==> config.mk <==
export PLATFORM = sky130hd
export DESIGN_NAME = alc_ctrl
export DESIGN_NICKNAME = d
export VERILOG_FILES = /design/src/design/alc_pkg.sv /design/src/design/alc_ctrl.sv
export SDC_FILE = /design/constraint.sdc
export NUM_CORES = 1
export LEC_CHECK = 0
export BUFFER_PORTS_ARGS = -buffer_cell sky130_fd_sc_hd__buf_2
export CAP_MARGIN = 20
export CORE_ASPECT_RATIO = 1.4
export CORE_UTILIZATION = 30
export DETAILED_ROUTE_END_ITERATION = 12
export PLACE_DENSITY = 0.54
export SYNTH_ARGS = -nofsm -noshare
export SYNTH_HDL_FRONTEND = slang
export SYNTH_SLANG_ARGS = --single-unit
export TNS_END_PERCENT = 30
==> constraint.sdc <==
create_clock -name clk -period 1.6 [get_ports clk]
set_input_delay 0.32 -clock clk [delete_from_list [all_inputs] [get_ports clk]]
set_output_delay 0.32 -clock clk [all_outputs]
set_load 0.03 [all_outputs]
==> src/design/alc_pkg.sv <==
// package: shared constants, command and status types for the auto levels block
`timescale 1ns / 1ps
package alc_pkg;

  localparam int unsigned MAX_PIXELS = 4194304;
  localparam int unsigned CNT_W      = 23;
  localparam int unsigned SUM_W      = 24;
  localparam int unsigned PROD_W     = 38;
  localparam int unsigned LIM_W      = 40;
  localparam int unsigned TOL_W      = 15;
  localparam int unsigned BLACK_MAX  = 85;
  localparam int unsigned WHITE_MIN  = 170;
  localparam int unsigned LIM_ROUND  = 12800;

  // result status codes
  localparam logic [1:0] ST_MAPPED   = 2'd0;
  localparam logic [1:0] ST_POINTS   = 2'd1;
  localparam logic [1:0] ST_NO_PIX   = 2'd2;
  localparam logic [1:0] ST_NO_CHG   = 2'd3;

  // configuration register indexes
  localparam logic CFG_MODE = 1'b0;
  localparam logic CFG_TOL  = 1'b1;

  // input kinds
  localparam logic OP_GATHER = 1'b0;
  localparam logic OP_MAP    = 1'b1;

  typedef struct packed {
    logic       take;
    logic       hist_upd;
    logic       map_out;
    logic       mul;
    logic       lim;
    logic       scan_init;
    logic       scan_acc;
    logic       scan_step;
    logic       store_pt;
    logic       is_black;
    logic [1:0] ch;
    logic       decide;
    logic       build_step;
    logic       report;
  } cmd_t;

  typedef struct packed {
    logic count_zero;
    logic scan_more;
    logic build_end;
    logic mode;
    logic out_valid;
  } sts_t;

endpackage

==> src/design/alc_ctrl.sv <==
// controller: sequences gather, map, limit, scan, table build and report
`timescale 1ns / 1ps
module alc_ctrl (
  input  logic          clk,
  input  logic          rst,
  input  logic          s_tvalid,
  input  logic          s_tuser,
  input  logic          s_tlast,
  input  logic          m_tready,
  output logic          s_tready,
  output alc_pkg::cmd_t cmd,
  input  alc_pkg::sts_t sts
);
  import alc_pkg::*;

  typedef enum logic [3:0] {
    S_BUILD, S_IDLE, S_GATHER, S_MAP, S_MUL, S_LIM,
    S_SINIT, S_SRD, S_SACC, S_SCMP, S_DECIDE, S_REPORT
  } state_t;

  state_t     state;
  logic [1:0] ch;
  logic       is_black;
  logic       pend;
  logic       take;

  assign s_tready = (state == S_IDLE) && (!sts.out_valid || m_tready);
  assign take     = s_tvalid && s_tready;

  // command decode
  always_comb begin
    cmd            = '0;
    cmd.take       = take;
    cmd.ch         = ch;
    cmd.is_black   = is_black;
    cmd.hist_upd   = (state == S_GATHER);
    cmd.map_out    = (state == S_MAP);
    cmd.mul        = (state == S_MUL);
    cmd.lim        = (state == S_LIM);
    cmd.scan_init  = (state == S_SINIT);
    cmd.scan_acc   = (state == S_SACC);
    cmd.scan_step  = (state == S_SCMP) && sts.scan_more;
    cmd.store_pt   = (state == S_SCMP) && !sts.scan_more;
    cmd.decide     = (state == S_DECIDE);
    cmd.build_step = (state == S_BUILD);
    cmd.report     = (state == S_REPORT);
  end

  // state and sequencing registers
  always_ff @(posedge clk) begin
    if (rst) begin
      state    <= S_BUILD;
      ch       <= 2'd0;
      is_black <= 1'b0;
      pend     <= 1'b0;
    end else begin
      case (state)
        S_BUILD: begin
          if (sts.build_end) begin
            if (ch == 2'd2) begin
              ch    <= 2'd0;
              state <= pend ? S_REPORT : S_IDLE;
            end else begin
              ch <= ch + 2'd1;
            end
          end
        end
        S_IDLE: begin
          if (take) begin
            if (s_tuser == OP_MAP) begin
              state <= S_MAP;
            end else begin
              pend  <= s_tlast;
              state <= S_GATHER;
            end
          end
        end
        S_GATHER: state <= pend ? S_MUL : S_IDLE;
        S_MAP:    state <= S_IDLE;
        S_MUL:    state <= S_LIM;
        S_LIM: begin
          ch       <= 2'd0;
          is_black <= 1'b0;
          state    <= sts.count_zero ? S_DECIDE : S_SINIT;
        end
        S_SINIT: state <= S_SRD;
        S_SRD:   state <= S_SACC;
        S_SACC:  state <= S_SCMP;
        S_SCMP: begin
          if (sts.scan_more) begin
            state <= S_SRD;
          end else if (!is_black) begin
            is_black <= 1'b1;
            state    <= S_SINIT;
          end else begin
            is_black <= 1'b0;
            if (sts.mode && ch != 2'd2) begin
              ch    <= ch + 2'd1;
              state <= S_SINIT;
            end else begin
              ch    <= 2'd0;
              state <= S_DECIDE;
            end
          end
        end
        S_DECIDE: state <= S_BUILD;
        S_REPORT: begin
          pend  <= 1'b0;
          state <= S_IDLE;
        end
        default: state <= S_IDLE;
      endcase
    end
  end

endmodule

==> metrics.log <==
[metrics] grt met3 use: 3.27%
[metrics] DRT Pass-1 Iters: 7
[metrics] count of port buffers added during placement: 26
[metrics] sequential group share of total power: between 30% and 40%
[metrics] nature of the critical path endpoint: primary output
[metrics] number of top-level pins: 27
[metrics] CTS tree: yes
[metrics] Detailed Place HPWL: 1600 µm
[metrics] P_int: ~380 µW
[metrics] final slew viol count: 0
[metrics] clock insertion delay at the later pin of the skew report: around 0.26 ns
[metrics] Vias per Instance: roughly 5.3
[metrics] Gate power share: between 30 and 40%
[metrics] antenna diode instance count: 0
[metrics] core region area: between 2000 and 2500 µm²
[metrics] synthesized instance count: a little under 100
[metrics] total setup violations reported at the end of the flow: 11
[metrics] Total Wirelength: roughly 2200 µm
[metrics] fin crit share: 113%
[metrics] Lkg Pwr: 0.539 nW
[metrics] final hold violation count: 0
[metrics] Final Skew: approximately 0.0017 ns
[metrics] Die Area: roughly 2700 µm²
[metrics] TritonCTS Sinks: 8
[metrics] Worst Reg2Reg Path Length in Cells: 6
[metrics] number of buffers between clock root and the deepest sink: 2
[metrics] CTS root buf: sky130_fd_sc_hd__clkbuf_4
[metrics] count of flip-flops with a built-in enable after synthesis: 0
[metrics] routing usage on met2: a little under a third
[metrics] crit path DAT: roughly 1.5 ns
[metrics] portion of the post-synthesis area used by sequential elements: 21.5%
[metrics] Num CTS Buffers: 3
[metrics] number of DRC violations after detailed-routing iteration 0: 12
[metrics] Area Growth Syn to Fin: 59.9%
[metrics] unrepaired setup endpoints after global routing: yes
[metrics] Async SR Flop Fraction: 0%
[metrics] Post-Synthesis Net Count: 111
[metrics] via total after detailed routing: 858
[metrics] grt total ovfl: 0
[metrics] Worst Path Required: around 1.3 ns
[metrics] routed wire length per instance: ~13 µm
[metrics] slack of the worst reg-to-reg path: -0.16 ns
[metrics] Worst Hold Launch: rst
[metrics] fmax: 0.551 GHz
[metrics] hold buffers post-CTS: 0
[metrics] cell row count: 21
[metrics] share of final-layout standard cells stronger than drive strength 1: roughly 54%
[metrics] number of cells traversed by the worst hold path: 2
[metrics] Hold Path Class: in -> reg
[metrics] critical path peak fanout: 3
[metrics] number of global-route vias before repair: approximately 800
[metrics] fraction of power consumed by the clock network: between 20% and 30%
[metrics] final weighted congestion in routability-driven placement: a little under 0.8
[metrics] global-route wire length before repair: 3540 µm
[metrics] VDD IR max: 344 µV
[metrics] floorplan die width: ~44 µm
[metrics] initial antenna violation count: 0
[metrics] cell area after synthesis: between 700 and 800 µm²
[metrics] starting utilization of the core area: between 30% and 40%
[metrics] shortest clock period the worst path allows after layout: roughly 1.8 ns
[metrics] number of violations of the max-capacitance limit: 0
[metrics] type of the worst setup path: reg -> out
[metrics] fin worst setup slack: -0.216 ns
[metrics] Post-synth top flop: sky130_fd_sc_hd__dfxtp_1
[metrics] RR Endpoint: pend
[metrics] worst min-delay path endpoint: is_black
[metrics] clock transition at the registers of the reported paths: 0.06 ns
[metrics] distinct cell type count after synthesis: 41
[metrics] most frequent cells in the layout: 22 x sky130_fd_sc_hd__buf_4, 13 x sky130_fd_sc_hd__buf_2, 12 x sky130_fd_sc_hd__buf_6
[metrics] launch point of the worst reg-to-reg path: state[1]
[metrics] pin count of the biggest net entering global routing: 15
[metrics] number of routed nets with antenna violations: 0
[metrics] H-tree Lvls: 1
[metrics] synthesized flop and latch total: 8
[metrics] Avg Cell Area, Syn: ~7.7 µm²
[metrics] Max transition margin: 77.1%
[metrics] total global routing track utilization: 17.9%
[metrics] net load switching power: ~190 µW
[metrics] Final Instance Area: 1190 µm²
[metrics] cell area after placement: slightly below 1000 µm²
[metrics] warning count from the yosys run: 0
[metrics] number of cells in the finished layout apart from fillers: 162
[metrics] # placed instances: between 150 and 200
[metrics] chip height: around 61 µm
[metrics] GRT busiest layer: met2
[metrics] launching element type of the critical path: flip-flop
[metrics] Final nets: 155
[metrics] switching part of the total: 32.8%
[metrics] met1 Use GR: between 10% and 20%
[metrics] result of the run: finished with violations
[metrics] commonest non-fill, non-tap cell in the layout: sky130_fd_sc_hd__buf_4
[metrics] violations in the final reports: setup timing
[metrics] power density over the cells: approximately 480 nW/µm²
[metrics] count of filler cells inserted in the layout: 243
[metrics] Total Negative Setup Slacks: -0.844 ns
[metrics] DRC violation count after routing: 0
[metrics] slew at the pin with the worst max-slew slack: 0.342 ns
## sequential cells by signal, indices dropped and copies added (netlist names)
signal,cells
pend,1
is_black,1
ch,2
state,4
## metrics by stage
stage	setup slack, ns	utilization, %	hold WS, ns	power, mW
after floorplan	-0.192	-	0.379	0.317
after global placement	0.00627	41.3	0.550	0.372
after detailed placement	-0.0277	41.3	0.576	0.374
after CTS	-0.204	47.6	0.295	0.558
after global routing	-0.247	50.3	0.303	0.599
final	-0.216	50.3	0.291	0.566
## timing repair
item	CTS	global route
pin swaps	6	2
endpoints found under the setup margin	14	16
gates resized for setup	33	9
setup buffers	3	5
## cells in the mapped netlist (2+ instances only)
cell                       number  area, µm²
sky130_fd_sc_hd__a21oi_1        3       15.0
sky130_fd_sc_hd__a21boi_0       2       15.0
sky130_fd_sc_hd__and3_1         3       18.8
sky130_fd_sc_hd__a211oi_1       2       15.0
sky130_fd_sc_hd__a32oi_1        2       17.5
sky130_fd_sc_hd__nand2b_1       3       18.8
sky130_fd_sc_hd__o21ai_0        6       30.0
sky130_fd_sc_hd__nor2_1         8       30.0
sky130_fd_sc_hd__inv_1          7       26.3
sky130_fd_sc_hd__nor3_1         4       20.0
sky130_fd_sc_hd__nand2_1        9       33.8
sky130_fd_sc_hd__dfxtp_1        8        160
sky130_fd_sc_hd__ha_1           3       37.5
sky130_fd_sc_hd__clkbuf_1       5       18.8
sky130_fd_sc_hd__buf_4          2       15.0
sky130_fd_sc_hd__nor2b_1        5       31.3
## worst max-delay path: stages, from the launching register on
cell	delay, ns
sky130_fd_sc_hd__dfxtp_2	0.33
sky130_fd_sc_hd__or4b_4	0.53
sky130_fd_sc_hd__buf_4	0.17
sky130_fd_sc_hd__nor2_4	0.08
sky130_fd_sc_hd__buf_6	0.13
## cell type report
cell class / instances / area, µm² / share of cell area, %
clock buffer: 3 / 22.5 / 1.89
tap: 23 / 28.8 / 2.42
sequential: 8 / 170 / 14.3
timing repair buffer: 47 / 365 / 30.7
multi-input combinational: 74 / 572 / 48.1
inverter: 7 / 30.0 / 2.53
## power groups by stage
| stage | logic [mW] | clock network, mW | registers, mW |
|---|---|---|---|
| floorplan | 0.0867 | 0 | 0.231 |
| global placement | 0.154 | 0 | 0.218 |
| detailed placement | 0.156 | 0 | 0.218 |
| CTS | 0.172 | 0.172 | 0.214 |
| global route | 0.201 | 0.182 | 0.215 |
| finish | 0.185 | 0.167 | 0.214 |
## routing by layer
layer | share of wire [%] | wire [µm] | vias to the layer above
met3 | 4.9 | 106 | 7
met4 | 3.4 | 74 | 0
met2 | 53 | 1140 | 28
met1 | 39 | 846 | 388
met5 | 0 | 0 | -
li1 | - | - | 435
## kinds of logic (layout without fill, tap and decap cells)
family	after synthesis	after routing	share of synthesized area, %
fa+ha+maj	3	3	5.05
xor+xnor	1	1	1.18
flops	8	8	21.5
simple gates	44	44	37.0
mux	2	2	2.86
compound gates	24	24	22.7
buf+inv	15	57	9.60
## how the worst max path moves through the flow
stage | depth (start not counted) | slack (ns) | end | startpoint
after floorplan | 3 | -0.19 | cmd[12] | state[0]
after global placement | 6 | 0.006 | state[3] | ch[0]
final | 4 | -0.22 | cmd[14] | state[1]
after global routing | 4 | -0.25 | cmd[14] | state[2]
after CTS | 3 | -0.20 | s_tready | state[1]
after detailed placement | 6 | -0.03 | state[3] | ch[0]
No activity file was read; power rests on OpenSTA's default activity.
